## config.mk

```make
export PLATFORM = sky130hd
export DESIGN_NAME = scan_window_min_finder
export DESIGN_NICKNAME = d
export VERILOG_FILES = /design/src/hdl/swmf_pkg.sv /design/src/hdl/swmf_front.sv /design/src/hdl/swmf_queue.sv /design/src/hdl/swmf_back.sv /design/src/hdl/scan_window_min_finder.sv
export SDC_FILE = /design/constraint.sdc
export NUM_CORES = 1
export LEC_CHECK = 0
export ABC_AREA = 1
export BUFFER_PORTS_ARGS = -buffer_cell sky130_fd_sc_hd__buf_2
export CAP_MARGIN = 0
export CORE_MARGIN = 2
export CORE_UTILIZATION = 25
export DETAILED_ROUTE_END_ITERATION = 6
export PLACE_DENSITY = 0.5
export SLEW_MARGIN = 20
export SYNTH_ARGS = -nofsm -noshare
export SYNTH_HDL_FRONTEND = slang
export SYNTH_SLANG_ARGS = --single-unit
```

## constraint.sdc

```tcl
create_clock -name clk -period 10.4 [get_ports clk]
set_input_delay 2.08 -clock clk [delete_from_list [all_inputs] [get_ports clk]]
set_output_delay 2.08 -clock clk [all_outputs]
set_load 0.05 [all_outputs]
```

## src/hdl/swmf_pkg.sv

```systemverilog
// shared constants, types and widths of the scan window minimum finder
package swmf_pkg;

  localparam int WINDOW_HALF  = 2;
  localparam int MAX_READINGS = 180;
  localparam int SPAN         = 2 * WINDOW_HALF + 1;

  localparam int SAMPLE_W = 16;
  localparam int IDX_W    = 10;
  localparam int SUM_W    = SAMPLE_W + $clog2(SPAN);
  localparam int CNT_W    = $clog2(SPAN + 1);
  localparam int D_W      = $clog2(WINDOW_HALF + 1) > 0 ? $clog2(WINDOW_HALF + 1) : 1;

  localparam int OUT_IDX_W = 10;
  localparam int OUT_SUM_W = 19;
  localparam int OUT_CNT_W = 3;
  localparam int OUT_W     = OUT_IDX_W + OUT_SUM_W + OUT_CNT_W;

  localparam int QDEPTH = 4;
  localparam int QPTR_W = $clog2(QDEPTH);
  localparam int QCNT_W = $clog2(QDEPTH + 1);

  localparam logic [SAMPLE_W-1:0] CLAMP_RESET = SAMPLE_W'(500);

  typedef logic [SPAN-1:0][SAMPLE_W-1:0] win_t;

  typedef struct packed {
    win_t             win;
    logic [IDX_W-1:0] idx;
    logic             last;
  } q_entry_t;

endpackage

```

## src/hdl/swmf_front.sv

```systemverilog
// front part: clamps readings, keeps the window store and sweep index, issues queue entries
module swmf_front (
  input  logic                            clk,
  input  logic                            rst_n,
  input  logic                            in_tvalid,
  output logic                            in_tready,
  input  logic [swmf_pkg::SAMPLE_W-1:0]   in_tdata,
  input  logic                            in_tlast,
  input  logic                            cfg_wr_en,
  input  logic [swmf_pkg::SAMPLE_W-1:0]   cfg_wr_data,
  output logic                            push_valid,
  input  logic                            push_ready,
  output swmf_pkg::q_entry_t              push_entry
);

  logic [swmf_pkg::SAMPLE_W-1:0] clamp_r;
  swmf_pkg::win_t                win_r, win_nxt;
  logic [swmf_pkg::IDX_W-1:0]    cnt_r, cnt_nxt;
  logic [swmf_pkg::SAMPLE_W-1:0] clamped;
  logic                          last_eff;
  logic                          accept;

  assign in_tready = push_ready;
  assign accept    = in_tvalid && push_ready;
  assign clamped   = (in_tdata > clamp_r) ? clamp_r : in_tdata;
  assign last_eff  = in_tlast || (cnt_r >= swmf_pkg::IDX_W'(swmf_pkg::MAX_READINGS - 1));

  always_comb begin
    win_nxt[0] = clamped;
    for (int p = 1; p < swmf_pkg::SPAN; p++) begin
      win_nxt[p] = win_r[p-1];
    end
    cnt_nxt = cnt_r + swmf_pkg::IDX_W'(1);
  end

  assign push_valid = in_tvalid;
  assign push_entry = {win_nxt, cnt_r, last_eff};

  always_ff @(posedge clk) begin
    if (!rst_n) begin
      clamp_r <= swmf_pkg::CLAMP_RESET;
      win_r   <= '0;
      cnt_r   <= '0;
    end else begin
      if (cfg_wr_en) begin
        clamp_r <= cfg_wr_data;
      end
      if (accept) begin
        if (last_eff) begin
          win_r <= '0;
          cnt_r <= '0;
        end else begin
          win_r <= win_nxt;
          cnt_r <= cnt_nxt;
        end
      end
    end
  end

endmodule

```

## src/hdl/swmf_queue.sv

```systemverilog
// short request queue between the front and back parts
module swmf_queue (
  input  logic               clk,
  input  logic               rst_n,
  input  logic               wr_valid,
  output logic               wr_ready,
  input  swmf_pkg::q_entry_t wr_entry,
  output logic               rd_valid,
  input  logic               rd_pop,
  output swmf_pkg::q_entry_t rd_entry
);

  swmf_pkg::q_entry_t           mem_r [swmf_pkg::QDEPTH];
  logic [swmf_pkg::QPTR_W-1:0]  wr_ptr_r, rd_ptr_r;
  logic [swmf_pkg::QCNT_W-1:0]  cnt_r;
  logic                         do_wr, do_rd;

  assign wr_ready = (cnt_r != swmf_pkg::QCNT_W'(swmf_pkg::QDEPTH));
  assign rd_valid = (cnt_r != '0);
  assign do_wr    = wr_valid && wr_ready;
  assign do_rd    = rd_pop && rd_valid;
  assign rd_entry = mem_r[rd_ptr_r];

  always_ff @(posedge clk) begin
    if (do_wr) begin
      mem_r[wr_ptr_r] <= wr_entry;
    end
  end

  always_ff @(posedge clk) begin
    if (!rst_n) begin
      wr_ptr_r <= '0;
      rd_ptr_r <= '0;
      cnt_r    <= '0;
    end else begin
      if (do_wr) begin
        wr_ptr_r <= wr_ptr_r + swmf_pkg::QPTR_W'(1);
      end
      if (do_rd) begin
        rd_ptr_r <= rd_ptr_r + swmf_pkg::QPTR_W'(1);
      end
      if (do_wr && !do_rd) begin
        cnt_r <= cnt_r + swmf_pkg::QCNT_W'(1);
      end else if (do_rd && !do_wr) begin
        cnt_r <= cnt_r - swmf_pkg::QCNT_W'(1);
      end
    end
  end

endmodule

```

## src/hdl/swmf_back.sv

```systemverilog
// back part: walks window centers, sums windows, keeps the best mean and drives results
module swmf_back (
  input  logic                          clk,
  input  logic                          rst_n,
  input  logic                          head_valid,
  input  swmf_pkg::q_entry_t            head,
  output logic                          head_pop,
  output logic                          out_tvalid,
  input  logic                          out_tready,
  output logic [swmf_pkg::OUT_W-1:0]    out_tdata
);

  localparam int W  = swmf_pkg::WINDOW_HALF;
  localparam int IW = swmf_pkg::IDX_W;
  localparam int SW = swmf_pkg::SUM_W;
  localparam int CW = swmf_pkg::CNT_W;
  localparam int DW = swmf_pkg::D_W;
  localparam int PW = SW + CW;

  logic          active_r;
  logic [DW-1:0] d_r;
  logic          stall;
  logic          need_eval, issue;
  logic [DW-1:0] start_d, cur_d;
  logic [IW-1:0] lim, ext;
  logic [SW-1:0] win_sum;
  logic          more;

  logic          s1_valid_r, s1_final_r;
  logic [SW-1:0] s1_sum_r;
  logic [CW-1:0] s1_cnt_r;
  logic [IW-1:0] s1_idx_r;

  logic [SW-1:0] held_sum_r;
  logic [CW-1:0] held_cnt_r;
  logic [IW-1:0] held_idx_r;

  logic          better;
  logic [PW-1:0] prod_new, prod_held;
  logic [SW-1:0] pick_sum;
  logic [CW-1:0] pick_cnt;
  logic [IW-1:0] pick_idx;

  logic                           out_valid_r;
  logic [swmf_pkg::OUT_W-1:0]     out_data_r;

  assign stall = s1_valid_r && s1_final_r && out_valid_r && !out_tready;

  always_comb begin
    if (head.last && (head.idx < IW'(W))) begin
      start_d = head.idx[DW-1:0];
    end else begin
      start_d = DW'(W);
    end
    cur_d     = active_r ? d_r : start_d;
    need_eval = head.last || (head.idx >= IW'(W));
    more      = head.last && (cur_d != '0);
    issue     = head_valid && !stall && need_eval;
    head_pop  = head_valid && !stall && !more;
    ext       = IW'(cur_d) + IW'(W);
    lim       = (head.idx < ext) ? head.idx : ext;
    win_sum   = '0;
    for (int p = 0; p < swmf_pkg::SPAN; p++) begin
      if (IW'(p) <= lim) begin
        win_sum = win_sum + SW'(head.win[p]);
      end
    end
  end

  always_comb begin
    prod_new  = PW'(s1_sum_r) * PW'(held_cnt_r);
    prod_held = PW'(held_sum_r) * PW'(s1_cnt_r);
    better    = (held_cnt_r == '0) || (prod_new < prod_held);
    pick_sum  = better ? s1_sum_r : held_sum_r;
    pick_cnt  = better ? s1_cnt_r : held_cnt_r;
    pick_idx  = better ? s1_idx_r : held_idx_r;
  end

  always_ff @(posedge clk) begin
    s1_sum_r <= stall ? s1_sum_r : win_sum;
    s1_cnt_r <= stall ? s1_cnt_r : CW'(lim + IW'(1));
    s1_idx_r <= stall ? s1_idx_r : head.idx - IW'(cur_d);
    if (s1_valid_r && s1_final_r && !stall) begin
      out_data_r <= {swmf_pkg::OUT_CNT_W'(pick_cnt),
                     swmf_pkg::OUT_SUM_W'(pick_sum),
                     swmf_pkg::OUT_IDX_W'(pick_idx)};
    end
  end

  always_ff @(posedge clk) begin
    if (!rst_n) begin
      active_r    <= 1'b0;
      d_r         <= '0;
      s1_valid_r  <= 1'b0;
      s1_final_r  <= 1'b0;
      held_sum_r  <= '0;
      held_cnt_r  <= '0;
      held_idx_r  <= '0;
      out_valid_r <= 1'b0;
    end else begin
      if (out_valid_r && out_tready) begin
        out_valid_r <= 1'b0;
      end
      if (!stall) begin
        if (head_valid) begin
          active_r <= more;
          d_r      <= cur_d - DW'(1);
        end
        s1_valid_r <= issue;
        s1_final_r <= head.last && (cur_d == '0);
        if (s1_valid_r) begin
          if (s1_final_r) begin
            held_sum_r  <= '0;
            held_cnt_r  <= '0;
            held_idx_r  <= '0;
            out_valid_r <= 1'b1;
          end else if (better) begin
            held_sum_r <= s1_sum_r;
            held_cnt_r <= s1_cnt_r;
            held_idx_r <= s1_idx_r;
          end
        end
      end
    end
  end

  assign out_tvalid = out_valid_r;
  assign out_tdata  = out_data_r;

endmodule

```

## src/hdl/scan_window_min_finder.sv

```systemverilog
// top level of the scan window minimum finder
//
//   channel   dir   handshake            payload
//   in_       in    tvalid/tready        tdata[15:0] range_sample, tlast sweep_last
//   out_      out   tvalid/tready        tdata[9:0] best_index, [28:10] best_sum,
//                                        [31:29] best_count
//   cfg_      in    wr_en                wr_data[15:0] range_clamp
//
// one reading per cycle while the queue has room
// the last reading of a sweep at index n issues min(n, WINDOW_HALF)+1 tail window evaluations,
// and the last of them passes through the s1 register and then the output register as the result
// a 4-entry queue lets the input keep flowing while the tail is evaluated
// the output register holds a result under stall, and new readings are still taken while the queue has room
// synchronous active-low reset, no clearing pass
module scan_window_min_finder (
  input  logic                         clk,
  input  logic                         rst_n,
  input  logic                         in_tvalid,
  output logic                         in_tready,
  input  logic [15:0]                  in_tdata,    // range_sample
  input  logic                         in_tlast,
  output logic                         out_tvalid,
  input  logic                         out_tready,
  output logic [swmf_pkg::OUT_W-1:0]   out_tdata,   // best_index, best_sum, best_count
  input  logic                         cfg_wr_en,
  input  logic [15:0]                  cfg_wr_data
);

  logic               push_valid, push_ready;
  swmf_pkg::q_entry_t push_entry;
  logic               q_valid, q_pop;
  swmf_pkg::q_entry_t q_head;

  swmf_front u_front (
    .clk         (clk),
    .rst_n       (rst_n),
    .in_tvalid   (in_tvalid),
    .in_tready   (in_tready),
    .in_tdata    (in_tdata),
    .in_tlast    (in_tlast),
    .cfg_wr_en   (cfg_wr_en),
    .cfg_wr_data (cfg_wr_data),
    .push_valid  (push_valid),
    .push_ready  (push_ready),
    .push_entry  (push_entry)
  );

  swmf_queue u_queue (
    .clk      (clk),
    .rst_n    (rst_n),
    .wr_valid (push_valid),
    .wr_ready (push_ready),
    .wr_entry (push_entry),
    .rd_valid (q_valid),
    .rd_pop   (q_pop),
    .rd_entry (q_head)
  );

  swmf_back u_back (
    .clk        (clk),
    .rst_n      (rst_n),
    .head_valid (q_valid),
    .head       (q_head),
    .head_pop   (q_pop),
    .out_tvalid (out_tvalid),
    .out_tready (out_tready),
    .out_tdata  (out_tdata)
  );

  a_pop_needs_entry: assert property (@(posedge clk) disable iff (!rst_n)
    q_pop |-> q_valid)
    else $error("queue popped while empty");

  a_count_range: assert property (@(posedge clk) disable iff (!rst_n)
    out_tvalid |-> (out_tdata[31:29] != 3'd0) &&
                   (32'(out_tdata[31:29]) <= 32'(swmf_pkg::SPAN)))
    else $error("result count out of range");

  a_sum_bound: assert property (@(posedge clk) disable iff (!rst_n)
    out_tvalid |-> 32'(out_tdata[28:10]) <= 32'(out_tdata[31:29]) * 32'(16'hFFFF))
    else $error("result sum exceeds count of full-scale readings");

  a_index_range: assert property (@(posedge clk) disable iff (!rst_n)
    out_tvalid |-> 32'(out_tdata[9:0]) < 32'(swmf_pkg::MAX_READINGS))
    else $error("result index beyond sweep length");

endmodule
```

* After elaboration in Yosys (flattened, before gate mapping)
Memories as Yosys holds them, arrays and structs flattened. A register that Yosys moved wholly into a read port is not among the register bits.
Cells that the tools add are included.
** Storage, ports and cells
- Memories :: 1
- Register bits :: 199
- RAM bits :: 364
- Bits in latches :: 0
- Logic and storage cells :: 107
- Memory bits (read-only) :: 0
** Memories
- u_queue.mem_r :: depth 4, bits a word 91, read ports 1, clocked after Yosys merged registers in 1, write ports 1, RTL line swmf_queue.sv:13 : swmf_pkg::q_entry_t mem_r [swmf_pkg::QDEPTH];
** Cells by class
- Bitwise gates (word level) :: 1
- Div/mod/pow operators :: 0
- Magnitude comparators :: 11
- Add/sub/neg operators :: 13
- Mux-type cells :: 27
- Shifts and indexed selects :: 0
- Equality and inequality tests :: 1
- Multipliers :: 2
- Reductions and logical operators :: 30
** Operators with widths (number)
- two-way mux 19 bit :: 6
- two-way mux 64 bit :: 1
- adder 19 x 16 -> 19 bit :: 3
- multiplier 19 x 3 -> 22 bit :: 2
- two-way mux 10 bit :: 4
- two-way mux 16 bit :: 2
- less-than comparator 22 bit :: 1
- <= comparator 1 x 10 -> 1 bit (first input constant) :: 2
- <= comparator 2 x 10 -> 1 bit (first input constant) :: 2
- adder 16 x 16 -> 17 bit :: 1
- > comparator 16 bit :: 1
- logical AND 1 bit :: 15
- two-way mux 3 bit :: 4
- adder 10 x 1 -> 10 bit (second input constant) :: 1
- >= comparator 10 x 2 -> 1 bit (second input constant) :: 1
- >= comparator 10 x 8 -> 1 bit (second input constant) :: 1
- <= comparator 3 x 10 -> 1 bit (first input constant) :: 1
- less-than comparator 10 bit :: 1
- less-than comparator 10 x 2 -> 1 bit (second input constant) :: 1
- subtractor 10 x 2 -> 10 bit :: 1
- two-way mux 2 bit :: 4
- adder 3 x 1 -> 3 bit (second input constant) :: 2
- two-way mux 1 bit :: 6
- zero test 1 bit :: 5
- 12 further kinds :: 17

* Depth between registers and ports, before layout
Gate-level depths: netlist (run 1).
- Word-level depth :: 17
- Gate-level depth with buffers :: 58
- Mapped depth without buffers :: 57

* Modules after synthesis
A second synthesis (run 1) with hierarchy kept.
** Unflattened totals
- Cell total of the unflattened synthesis :: 3179
- Area, all modules :: 29807.3 µm²
** By module, submodules not included
- swmf_queue :: area each 13965.9 µm², sequential area each 11110.7 µm², cells each 948, times used 1
- swmf_back :: area each 11985.2 µm², sequential area each 2682.6 µm², cells each 1734, times used 1
- swmf_front :: area each 3856.2 µm², sequential area each 1801.7 µm², cells each 497, times used 1

* Worst setup path after synthesis (run 1)
Ideal clock, no wire load.
- Path kind :: register -> register
- Start point :: reg with a tool-made name
- End point :: reg u_back.s1_sum_r[17] (data pin)
- Slack :: 2.958 ns
- Stages on the path, launching flop included :: 53
- Buffers on the path :: 2
- Arrival time :: 7.193 ns
- Clock period less this slack :: 7.442 ns
- Setup time :: 0.249 ns
- Cell sequence :: dfxtp_1 -> buf_4 -> buf_2 -> nand2_1 -> nand3_1 -> nand2_2 -> inv_1 -> nor2_1 -> nand3_1 -> nand2_2 -> ha_1 -> fa_1 -> nor2_1 -> nor2_2 -> nand3_4 -> nand2_2 -> nand2_1 -> nand3_2 -> [17 not listed] -> a21oi_1 -> o21ai_0 -> nand2_1 -> a21boi_0 -> o21ai_0 -> and2_1 -> ha_1 -> nand2_1 -> nor4_1 -> nand2_1 -> o2111ai_1 -> nand2_1 -> a21oi_1 -> inv_1 -> nor2_1 -> nand2_1 -> nand2_1 -> inv_1
** RTL lines
- end signal, assigned :: RTL line swmf_back.sv:80 : s1_sum_r <= stall ? s1_sum_r : win_sum;
- end, declared :: RTL line swmf_back.sv:30 : logic [SW-1:0] s1_sum_r;

==> out/summary.txt, run 1 <==
Vias/cell -> 4.49
Number of synthesized flops with an enable pin -> 428
Setup CP Type -> flop to flop
Setup TNS -> 0 ns
Share of layout cells above drive strength 1 -> 8.67%
Core ar. -> 0.116 mm²
Synth top area share -> 44.0%
Post-Route Skew -> 0.0690 ns
Syn_nets -> 3306
Clock latency on the worst-skew pair -> 0.66 ns
Max-cap viol count -> 0
DR WL/cell -> 16.1 µm
Die ar. -> 0.120 mm²
CTS resizes -> 0
Final hold viol count -> 0
TritonCTS buffer count -> 58
Synth Cell Area -> 0.0292 mm²
Synthesis-to-finish area growth -> 13.3%
Postcts setup bufs -> 0
Diode count -> 0
Clock slew at reported path FFs -> 0.06 ns
Mux share of post-synthesis cell area -> 0%
Initial antenna violation count -> 0
CP max stage delay -> 0.52 ns
Cell taking the most area after synthesis -> edfxtp_1
CP Capture Type -> flop
CP Data Required Time -> 10.81 ns
Crit path max-delay cell type -> buf_4
Num ports -> 72
Minimum clock period -> 9.13 ns
Cell Rows -> 125
CTS sink count -> 565
CTS tree -> done
First-pass detailed-route iteration total -> 7
H-tree levels -> 2
Tightest Pin Transition -> 1.03 ns
Largest net degree at the start of global routing -> 95
Fmax -> 110 MHz
Initial Util -> 25.2%
Yosys warnings -> 0
Die W -> 346 µm
HP Class -> flop to flop
Count of cell types in the netlist -> 58
Gate Count Post-Synth -> 3063
Post-DRT Antenna Nets -> 0
Avg Synthesized Cell Area -> 9.53 µm²
Most used cell, CP -> nand2_1
Vias in the first global route -> 20434
Flops & latches, synth -> 565
Placed wire-length estimate -> 49.5 mm
Root Driver -> clkbuf_16
Status -> finished clean
Area contributors post-synth -> edfxtp_1 44%, dfxtp_1 9.4%, nand2_1 9.2%, ha_1 6.9%, o21ai_0 4.3%
Adder-cell share of the synthesized area -> 9.89%
Die Ht -> 346 µm
Final Worst Setup Slack -> 1.27 ns
Critical Path AT -> 9.54 ns
Overall global routing resource usage -> 12.4%
Seq/Total Area, Yosys -> 53.4%
Slew Limit Fails -> 0
Place WS -> 1.34 ns
Critical path startpoint category -> flop
Crit-path max FO -> 49
Period utilization -> 87.8%
Final setup viols -> 0
Simple-gate area share of the yosys netlist -> 16.4%
Primary flip-flop cell chosen by synthesis mapping -> edfxtp_1
Post-synthesis compound-gate area fraction -> 12.6%
Top-count cell post-synth -> nand2_1
First-pass GRT wire length -> 118 mm
Final Wtd Congestion -> 0.875
Post-cts hold buffer count -> 0
Synth Area in XOR/XNOR -> 2.46%
Maximum root-to-sink buffer count -> 3
Final Net Count -> 3332
Via Count -> 20932
Violation count after the first detailed-routing iteration -> 1358
Slew margin rel. -> 31.4%
IO Port Bufs -> 71
Largest family of logic cells by synthesized area -> simple AND/OR/NAND/NOR gates
List of most frequent post-synthesis cells -> 716 x nand2_1, 428 x edfxtp_1, 253 x o21ai_0
Residual DRC -> 0
Asr flop ratio synth -> 0%
Grt ovf -> 0
Drt total wl -> 75.2 mm
RSZ-0062 raised after global routing -> false
## layer usage
metal	share of wire (%)	track usage, %
met1	48	16.8
met2	47	20.7
met3	3.4	1.61
met4	2.1	3.45
met5	0	0
## worst max-delay path, delay by kind of cell (launching register included)
kind / cells / cell delay (ns)
AND/OR/NAND/NOR: 24 / 2.93
AO/OA/AOI/OAI: 11 / 2.11
buffers and inverters: 11 / 1.76
adder cells (fa/ha/maj): 6 / 1.49
flip-flops: 1 / 0.51
## cells in the final DEF (no fill, tap or decap), drive strengths merged, types with 4 or more instances in the layout
cell	n
nand3	119
nor3	19
inv	253
a21boi	7
and2	7
a32oi	4
clkbuf	89
xor2	50
clkinv	16
nand4	13
a21o	6
edfxtp	428
o21ai	276
o211ai	5
nand2	739
or2	23
o22ai	77
nor2	235
o21a	4
fa	43
buf	99
o21bai	9
ha	162
a31oi	11
dfxtp	137
a211oi	4
xnor2	32
a21oi	252
## kinds of logic after synthesis
family,after synthesis
AND/OR/NAND/NOR,1159
AO/OA/AOI/OAI,669
flip-flops,565
buffers and inverters,383
adder cells (fa/ha/maj),205
XOR/XNOR,82
## area by class of cell
class                   instances  area (µm²)
clock buffers                  89        1710
inverters                     250         948
repair buffers                 99         566
fillers                     12316       83000
flip-flops and latches        565       15600
clock inverters                21         184
well taps                    1524        1910
multi-input cells            2115       12200
## stage by stage
step                      cell area [µm²]  hold WS, ns  utilization (%)  std cells
final                               33100        0.466             28.5       4663
after global placement              31200        0.452             26.9       4553
after detailed placement            31200        0.457             26.9       4553
after floorplan                     29200        0.436                -       3063
after CTS                           33100        0.471             28.5       4663
after global routing                33100        0.490             28.5       4663
## flip-flops by register name, indices dropped and copies added, names as in the netlist, 10 cells and up, named ones only
name and cells:
u_queue.mem_r 364, u_front.push_entry 64, u_back.out_tdata 32, u_back.held_sum_r 19
u_back.s1_sum_r 19, u_front.clamp_r 16, u_back.held_idx_r 10, u_back.s1_idx_r 10
u_front.cnt_r 10
## worst paths after layout
check	from	to	slack (ns)	cells past startpoint
max reg2reg	flop	u_back.s1_sum_r[17]	1.27	52
min	u_queue.rd_ptr_r[1]	flop	0.47	2
max	flop	u_back.s1_sum_r[17]	1.27	52
min reg2reg	u_queue.rd_ptr_r[1]	flop	0.47	2
Power of run 1 is not shown: default switching activity piles up to over one toggle a cycle in this logic, so the estimate is an artifact.
==> inputs of run 2 (changes only) <==
--- a/config.mk
+++ b/config.mk
@@ -8,6 +8,7 @@
 export ABC_AREA = 1
 export BUFFER_PORTS_ARGS = -buffer_cell sky130_fd_sc_hd__buf_2
 export CAP_MARGIN = 0
+export CORE_ASPECT_RATIO = 1.75
 export CORE_MARGIN = 2
 export CORE_UTILIZATION = 25
 export DETAILED_ROUTE_END_ITERATION = 6
==> run 2 against run 1 <==
Effect of this change: count of clock-buffer cells in the layout shrank 23; utilization about the same; wire length is 3.9% higher; non-clock buffer count is 4 higher; fmax rose by 0.19%; highest routed layer is now met5.
==> out/summary.txt, run 2 (synthesis results as in run 1) <==
Status -> finished clean
Maximum root-to-sink buffer count -> 3 (unchanged)
WP buf/inv -> 10 (-1)
Vias/cell -> 4.54 (+1.2%)
TritonCTS buffer count -> 53 (-8.6%)
Postcts setup bufs -> 0 (unchanged)
Critical Path AT -> 9.49 ns (-0.05 ns)
DR WL/cell -> 16.8 µm (+4.4%)
First-pass GRT wire length -> 122 mm (+3.1%)
Cell Rows -> 165 (+32%)
Clock latency on the worst-skew pair -> 0.62 ns (-0.04 ns)
CP max stage delay -> 0.46 ns (-0.06 ns)
Placed wire-length estimate -> 54.6 mm (+10%)
Minimum clock period -> 9.11 ns (-0.0170 ns)
Post-cts hold buffer count -> 0 (unchanged)
CTS resizes -> 0 (unchanged)
Crit path max-delay cell type -> dfxtp_4
Final Wtd Congestion -> 0.883 (+0.98%)
Slew margin rel. -> 24.5% (-6.9 points)
Multi-input logic area -> 0.0122 mm² (unchanged)
Overall global routing resource usage -> 12.8% (+0.44 points)
Largest Register -> u_queue.mem_r
Die ar. -> 0.120 mm² (about the same)
Die Ht -> 456 µm (+32%)
Most used cell, CP -> nand2_1
Core ar. -> 0.116 mm² (-0.38%)
Metal3 WL -> 2.10 mm (-18%)
Fmax -> 110 MHz (+0.19%)
Worst Hold Slack -> 0.468 ns (+0.00148 ns)
Final setup viols -> 0 (unchanged)
Max-cap viol count -> 0 (unchanged)
IO Port Bufs -> 71 (unchanged)
HP Class -> flop to flop
Highest Signal Layer -> met5
Max reg flops -> 364 (unchanged)
R2R depth -> 55 (+5.8%)
WHS Path Cells -> 2 (unchanged)
Final design instance area without fill -> 0.0329 mm² (-0.45%)
Violation count after the first detailed-routing iteration -> 907 (-33%)
Cell family with most CP delay -> simple AND/OR/NAND/NOR gates
Final hold viol count -> 0 (unchanged)
Post-Route Skew -> 0.0260 ns (-0.0430 ns)
Initial antenna violation count -> 8 (+8)
CP Capture Type -> flop
Critical path startpoint category -> flop
Final Non-Filler Cells -> 4641 (-0.47%)
FF+latch area -> 0.0156 mm² (unchanged)
CTS sink count -> 565 (unchanged)
Synthesis-to-finish area growth -> 12.8%
Slew Limit Fails -> 0 (unchanged)
Clock slew at reported path FFs -> 0.07 ns (about the same)
Share of layout cells above drive strength 1 -> 8.59% (-0.079 points)
H-tree levels -> 2 (unchanged)
Final Net Count -> 3331 (-0.030%)
Placed Area -> 0.0312 mm² (about the same)
Setup TNS -> 0 ns (unchanged)
Vias in the first global route -> 21505 (+5.2%)
Residual DRC -> 0 (unchanged)
Commonest cells after routing, fill and taps aside -> 715 x nand2_1, 428 x edfxtp_1, 253 x o21ai_0
CP Data Required Time -> 10.78 ns (-0.03 ns)
# fillers -> 12192 (-1.0%)
CTS tree -> done
Tightest Pin Transition -> 1.12 ns (+0.0915 ns)
First-pass detailed-route iteration total -> 5 (-2)
Grt ovf -> 0 (unchanged)
Stages on the worst setup path -> 55 (+5.8%)
Crit-path max FO -> 43 (-12%)
Drt total wl -> 78.1 mm (+3.9%)
Commonest non-fill, non-tap cell in the layout -> nand2_1
Die W -> 262 µm (-24%)
Post-DRT Antenna Nets -> 0 (unchanged)
RSZ-0062 raised after global routing -> false
Period utilization -> 87.6% (-0.16 points)
Placed cells -> 4536 (-0.37%)
Met2 wire len -> 45.1 mm (+29%)
Initial Util -> 25.2% (+0.095 points)
DRT met1 WL -> 28.5 mm (-21%)
Via Count -> 21092 (+0.76%)
Largest net degree at the start of global routing -> 153 (+61%)
Root Driver -> clkbuf_16
Setup CP Type -> flop to flop
Num ports -> 72 (unchanged)
==> run 2: cell types whose count changed in the layout (fill, tap and decap cells not counted), moves of 3 or more <==
| cell | previous run | this run |
|---|---|---|
| clkinvlp_4 | 1 | 4 |
| clkbuf_1 | 18 | 11 |
| buf_4 | 28 | 31 |
| clkbuf_8 | 12 | 1 |
| clkinv_4 | 0 | 5 |
| clkinv_1 | 6 | 10 |
| clkbuf_16 | 59 | 54 |
| diode_2 | 0 | 5 |
==> run 2: worst reg2reg max path: cells and delay by family (launching register included) <==
family / cells / cell delay, ns
AND/OR/NAND/NOR: 29 / 3.63
AO/OA/AOI/OAI: 10 / 1.94
adder cells (fa/ha/maj): 6 / 1.48
buffers and inverters: 10 / 1.37
flip-flops: 1 / 0.46
==> run 2: path summary, 6_finish.rpt <==
kind	startpoint	end	slack (ns)
worst max-delay path	flop	u_back.s1_sum_r[17]	1.29
worst min-delay path	u_back.held_idx_r[3]	u_back.held_idx_r[3]	0.47
worst max register to register	flop	u_back.s1_sum_r[17]	1.29
worst min register to register	u_back.held_idx_r[3]	u_back.held_idx_r[3]	0.47
==> run 2: area by class of cell <==
cell class              instances  area share, %
clock inverters                34          0.950
flip-flops and latches        565           47.4
clock buffers                  66           4.27
diodes                          5         0.0380
well taps                    1503           5.71
multi-input cells            2115           36.9
repair buffers                103           1.85
inverters                     250           2.87
==> run 2: per-layer routing <==
layer,up-vias,GRT usage [%]
met5,-,0
met1,10171,12.7
met4,6,4.48
met3,102,1.46
met2,281,26.7
li1,10532,-
==> run 2: metrics by stage <==
stage                     setup WS, ns  utilization [%]
after floorplan                   2.96                -
after global routing             0.251             28.5
after detailed placement          1.31             27.0
final                             1.29             28.5
after global placement            1.40             27.0
after CTS                         1.27             28.5
Power of run 2 is left out for the same reason.
